<file path="config.mk">
export PLATFORM = sky130hd
export DESIGN_NAME = rpsb_ctrl
export DESIGN_NICKNAME = d
export VERILOG_FILES = /design/src/rtl/core/rpsb_pkg.sv /design/src/rtl/core/rpsb_ctrl.sv
export SDC_FILE = /design/constraint.sdc
export NUM_CORES = 1
export LEC_CHECK = 0
export ABC_CLOCK_PERIOD_IN_PS = 1500
export BUFFER_PORTS_ARGS = -buffer_cell sky130_fd_sc_hd__clkbuf_2
export CAP_MARGIN = 20
export CORE_AREA = 4 4 41 43
export CTS_CLUSTER_DIAMETER = 120
export DETAILED_ROUTE_END_ITERATION = 7
export DIE_AREA = 0 0 45 47
export HOLD_SLACK_MARGIN = 0.05
export PLACE_DENSITY = 0.72
export SLEW_MARGIN = 0
export SYNTH_ARGS = -nofsm -noshare
export SYNTH_HDL_FRONTEND = slang
export SYNTH_SLANG_ARGS = --single-unit
</file>
<file path="constraint.sdc">
create_clock -name clk_i -period 1.5 [get_ports clk_i]
set_input_delay 0.3 -clock clk_i [delete_from_list [all_inputs] [get_ports clk_i]]
set_output_delay 0.3 -clock clk_i [all_outputs]
set_load 0.1 [all_outputs]
</file>
<file path="src/rtl/core/rpsb_pkg.sv">
`default_nettype none
package rpsb_pkg;

  localparam int GridSize = 64;
  localparam int BinCount = 56;
  localparam int IdxW     = 6;
  localparam int BinW     = 6;
  localparam int SumW     = 50;
  localparam int CntW     = 19;
  localparam int MeanW    = 32;
  localparam int Mag2W    = 12;
  localparam int PowW     = 33;
  localparam int SqW      = 32;
  localparam int RemW     = CntW + 1;
  localparam int DivCntW  = 6;
  localparam int SqrtStW  = 3;
  localparam int EntryW   = SumW + CntW;

  localparam logic [IdxW-1:0] HalfGrid = IdxW'(GridSize / 2);
  localparam logic [BinW-1:0] LastBin  = BinW'(BinCount - 1);

  // Request command codes.
  localparam logic CmdAccumulate = 1'b0;
  localparam logic CmdFinish     = 1'b1;

  typedef struct packed {
    logic                    command;
    logic [IdxW-1:0]         x_index;
    logic [IdxW-1:0]         y_index;
    logic [IdxW-1:0]         z_index;
    logic signed [15:0]      real_part;
    logic signed [15:0]      imag_part;
  } req_t;

  typedef struct packed {
    logic [BinW-1:0]  bin_index;
    logic [MeanW-1:0] mean_power;
    logic [CntW-1:0]  point_count;
    logic             last;
  } rsp_t;

  typedef struct packed {
    logic load;
    logic prep;
    logic sqrt_step;
    logic acc_rd;
    logic acc_wr;
    logic emit_init;
    logic emit_rd;
    logic div_load;
    logic div_step;
    logic emit_out;
  } dp_cmd_t;

  typedef struct packed {
    logic z_ok;
    logic sqrt_last;
    logic div_last;
    logic last_bin;
  } dp_sts_t;

  typedef enum logic [7:0] {
    StIdle    = 8'b0000_0001,
    StPrep    = 8'b0000_0010,
    StSqrt    = 8'b0000_0100,
    StAccRd   = 8'b0000_1000,
    StAccWr   = 8'b0001_0000,
    StEmitRd  = 8'b0010_0000,
    StDivLd   = 8'b0100_0000,
    StDiv     = 8'b1000_0000
  } state_e;

endpackage
`default_nettype wire

</file>
<file path="src/rtl/core/rpsb_ctrl.sv">
`default_nettype none
module rpsb_ctrl import rpsb_pkg::*; (
  input  wire logic    clk_i,
  input  wire logic    rst_ni,
  input  wire logic    start_i,
  input  wire logic    finish_i,
  input  wire dp_sts_t sts_i,
  output dp_cmd_t      cmd_o,
  output logic         busy_o
);

  state_e state_q, state_d;

  always_comb begin
    state_d = state_q;
    cmd_o   = '0;
    case (state_q)
      StIdle: begin
        if (start_i) begin
          cmd_o.load = 1'b1;
          if (finish_i) begin
            cmd_o.emit_init = 1'b1;
            state_d = StEmitRd;
          end else begin
            state_d = StPrep;
          end
        end
      end
      StPrep: begin
        cmd_o.prep = 1'b1;
        state_d = sts_i.z_ok ? StSqrt : StIdle;
      end
      StSqrt: begin
        cmd_o.sqrt_step = 1'b1;
        if (sts_i.sqrt_last) begin
          state_d = StAccRd;
        end
      end
      StAccRd: begin
        cmd_o.acc_rd = 1'b1;
        state_d = StAccWr;
      end
      StAccWr: begin
        cmd_o.acc_wr = 1'b1;
        state_d = StIdle;
      end
      StEmitRd: begin
        cmd_o.emit_rd = 1'b1;
        state_d = StDivLd;
      end
      StDivLd: begin
        cmd_o.div_load = 1'b1;
        state_d = StDiv;
      end
      StDiv: begin
        cmd_o.div_step = 1'b1;
        if (sts_i.div_last) begin
          cmd_o.emit_out = 1'b1;
          state_d = sts_i.last_bin ? StIdle : StEmitRd;
        end
      end
      default: begin
        state_d = StIdle;
      end
    endcase
  end

  always_ff @(posedge clk_i or negedge rst_ni) begin
    if (!rst_ni) begin
      state_q <= StIdle;
    end else begin
      state_q <= state_d;
    end
  end

  assign busy_o = (state_q != StIdle);

endmodule
`default_nettype wire

</file>
==> impl_metrics.csv <==
group,metric,value,unit
sta,setup_ws,-0.5402,ns
global_routing,grt_pass1_wl,3.477,mm
die,die_y,47,microns
sta,max_slew.worst_pin.slew,0.3010,ns
layout,num_antenna_cells,0,
global_routing,antenna_found_initial,0,
critical_path,cp_cell_sequence,"buf_4 -> nor2_1 -> nand4b_1 -> buf_6 -> clkinvlp_4 -> buf_12",
synthesis,syn_nets,57,
power,vdd_ir_drop_max,0.002647,V
outcome,status,"finished, violations left",
die,start_util,0.3952,
drt,drc_errors,0,
clocking,clkTransAtPathRegs,0.06,ns
sta,setup_violations,14,
critical_path,max_stage_delay,0.42,ns
drt,firstDrtPassIters,4,
power,intPower,1.106,mW
layout,drive_gt1_frac,0.7292,
sta,finalSetupTns,-5.831,ns
outcome,violations,"setup timing",
drt,wl_per_cell,21.57,microns
layout,finalNonFillerCells,111,
critical_path,ff2ff_path_depth,8,
sta,slew_headroom,0.7986,
placement,io_buffer_count,18,
layout,most-common-layout-cells,"buf_4 (16), buf_12 (11), buf_6 (8), clkbuf_2 (7), dfrtp_1 (6)",
power,clock_power_share,0.094,
critical_path,critPathRequiredTime,1.20,ns
layout,largest_reg_flops,8,
worst_hold_path,hold_path_class,"in2reg",
global_routing,grt_pass1_vias,702,
critical_path,startpoint_type,"flip-flop",
sta,period_needed,2.040,ns
synthesis,synthCells,49,
clocking,cts_buffers,3,
drt,drtIter0Drc,48,
clocking,cts_tree,"built",
placement,post-dp-hpwl,1.327,mm
placement,gp_congestion,0.7884,
sta,skew,0.005790,ns
clocking,h-tree-depth,1,
clocking,cts_buffer_depth,2,
drt,viasPerCell,6.072,
global_routing,grt_max_degree,9,
synthesis,ys_seq_elements,8,
clocking,insertion_delay,0.28,ns
die,fp.coreArea,0.001301,sq mm
synthesis,avgSynthCellArea,10.49,sq um
drt,wirelength,2.394,mm
critical_path,r2r_end,"state_q[0]$_DFFE_PN1P_",
power,pwr_density_cell,1983,mW/mm^2
layout,finalNetCount,105,
sta,drv_slew,0,
synthesis,synth.distinct_cells,29,
synthesis,synth_seq_area_share,0.3917,
sta,fin_crit_sh,1.360,
clocking,clockRootBuffer,"clkbuf_4",
layout,area_growth,117.0,%
placement,pre_cts_ws,-0.3121,ns
sta,fmax,0.4902,GHz
layout,largest_register,"state_q",
synthesis,mappedNetlistArea,514.2,sq um
die,fp.dieW,45,microns
power,switching_share,0.5004,
power,p_switching,1.108,mW
worst_hold_path,hold_depth,2,
global_routing,grt.overflow.total,0,
layout,fin_util,0.8577,
critical_path,crit_path_end_kind,"output pin",
critical_path,critical_path_class,"reg2out",
sta,rsz0062_at_grt,"yes",
drt,routed-via-count,674,
clocking,cts_sinks,8,
critical_path,crit_arrival,1.74,ns
placement,dp.cells,98,
sta,hold_viol_final,0,
power,finalPower,2.214,mW
critical_path,r2r-start,"state_q[7]$_DFFE_PN0P_",
layout,final_common_cell,"buf_4",
global_routing,grtUsageTotal,0.2367,
run,maxCapViolations,0,
power,p_seq_frac,0.159,
critical_path,critPathSlowestCell,"dfrtp_1",
die,io_pins,19,
synthesis,yosys_warnings,0,
die,die_area,0.002115,sq mm
drt,drtAntennaViolNets,0,
worst_hold_path,holdPathEnd,"state_q[2]$_DFFE_PN0P_",
power,p_leak,0.5285,nW
die,fp-row-count,13,
worst_hold_path,hold_path.startpoint,"sts_i[2]",
power,p_comb_frac,0.747,
critical_path,critPathMaxFanout,4,
layout,reg_top3,"state_q: 8 flops",
critical_path,r2r_slack,-0.26,ns
==> per-stage QoR <==
step | hold slack [ns] | cell area, sq um
floorplan | 0.004409 | 546.8
global placement | 0.1530 | 940.9
detailed placement | 0.1623 | 940.9
CTS | 0.2730 | 1064
global route | 0.2868 | 1116
finish | 0.2659 | 1116
==> how the worst max path moves through the flow <==
stage,start,slack [ns],endpoint,cells past startpoint
CTS,state_q[7]$_DFFE_PN0P_,-0.49,cmd_o[4],4
finish,state_q[7]$_DFFE_PN0P_,-0.54,cmd_o[7],6
global placement,state_q[4]$_DFFE_PN0P_,-0.26,cmd_o[0],5
floorplan,state_q[4]$_DFFE_PN0P_,-0.64,cmd_o[0],4
global route,state_q[4]$_DFFE_PN0P_,-0.59,cmd_o[0],5
detailed placement,state_q[4]$_DFFE_PN0P_,-0.31,cmd_o[0],5
==> worst max-delay path, delay by kind of cell, from the launching register on <==
| family | cells | cell delay, ns |
|---|---|---|
| buf+inv | 4 | 0.60 |
| flops | 1 | 0.42 |
| simple gates | 2 | 0.44 |
==> power groups by stage <==
stage / clock (mW) / combinational (mW) / sequential [mW]
after CTS: 0.190 / 1.57 / 0.346
final: 0.208 / 1.65 / 0.352
after floorplan: 0 / 0.835 / 0.348
after global routing: 0.218 / 1.74 / 0.356
after detailed placement: 0 / 1.40 / 0.346
after global placement: 0 / 1.36 / 0.342
==> synth_stat cells <==
cell | number | area share
a32oi_1 | 1 | 0.017
a21oi_2 | 1 | 0.017
nor2_2 | 1 | 0.012
and3_1 | 1 | 0.012
xor2_1 | 1 | 0.017
a21o_1 | 1 | 0.015
nand2_1 | 1 | 0.0073
dfrtp_1 | 7 | 0.34
and4b_2 | 2 | 0.044
o21bai_1 | 1 | 0.015
inv_1 | 3 | 0.022
o21ai_0 | 1 | 0.0097
a2bb2oi_1 | 1 | 0.017
and3_2 | 1 | 0.015
dfstp_2 | 1 | 0.051
nor4_4 | 1 | 0.041
and2_1 | 2 | 0.024
nor3b_1 | 1 | 0.015
and2b_1 | 1 | 0.015
a2111o_1 | 1 | 0.022
and4b_1 | 5 | 0.097
nor3_1 | 2 | 0.019
nor2b_1 | 1 | 0.012
a221o_1 | 1 | 0.019
nor2_1 | 5 | 0.037
nand4b_1 | 2 | 0.034
o22ai_1 | 1 | 0.012
nor4_2 | 1 | 0.024
nor4b_1 | 1 | 0.017
==> cell families (layout without fill, tap and decap cells) <==
| family | Yosys count | after routing | synth area share |
|---|---|---|---|
| AOI/OAI and AO/OA | 9 | 9 | 0.1436 |
| xor gates and xnor gates | 1 | 1 | 0.01703 |
| buffers and inverters | 3 | 50 | 0.02190 |
| DFF | 8 | 8 | 0.3917 |
| and+or+nand+nor | 28 | 28 | 0.4258 |
==> layout make-up <==
class / count / area [sq um]
repair buffers: 43 / 475.5
multi-input cells: 38 / 374.1
flip-flops and latches: 8 / 202.7
fillers: 55 / 185.2
clock buffers: 4 / 26.28
inverters: 3 / 18.77
well taps: 15 / 18.77
==> metal layers <==
layer | vias to the layer above | global-route usage | wire [microns]
met5 | - | 0 | 0
met4 | 0 | 0.1404 | 172
met3 | 17 | 0.04215 | 171
met2 | 58 | 0.4294 | 1155
met1 | 313 | 0.2564 | 894
li1 | 286 | - | -
==> repair_timing <==
item,CTS,global route
resized for setup,12,10
buffers inserted,6,2
hold endpoints to repair,7,0
pin swaps,7,5
hold buffers,1,0
cloned,0,0
setup endpoints to repair,14,15
Note: power is estimated with default switching activity, not from simulation.
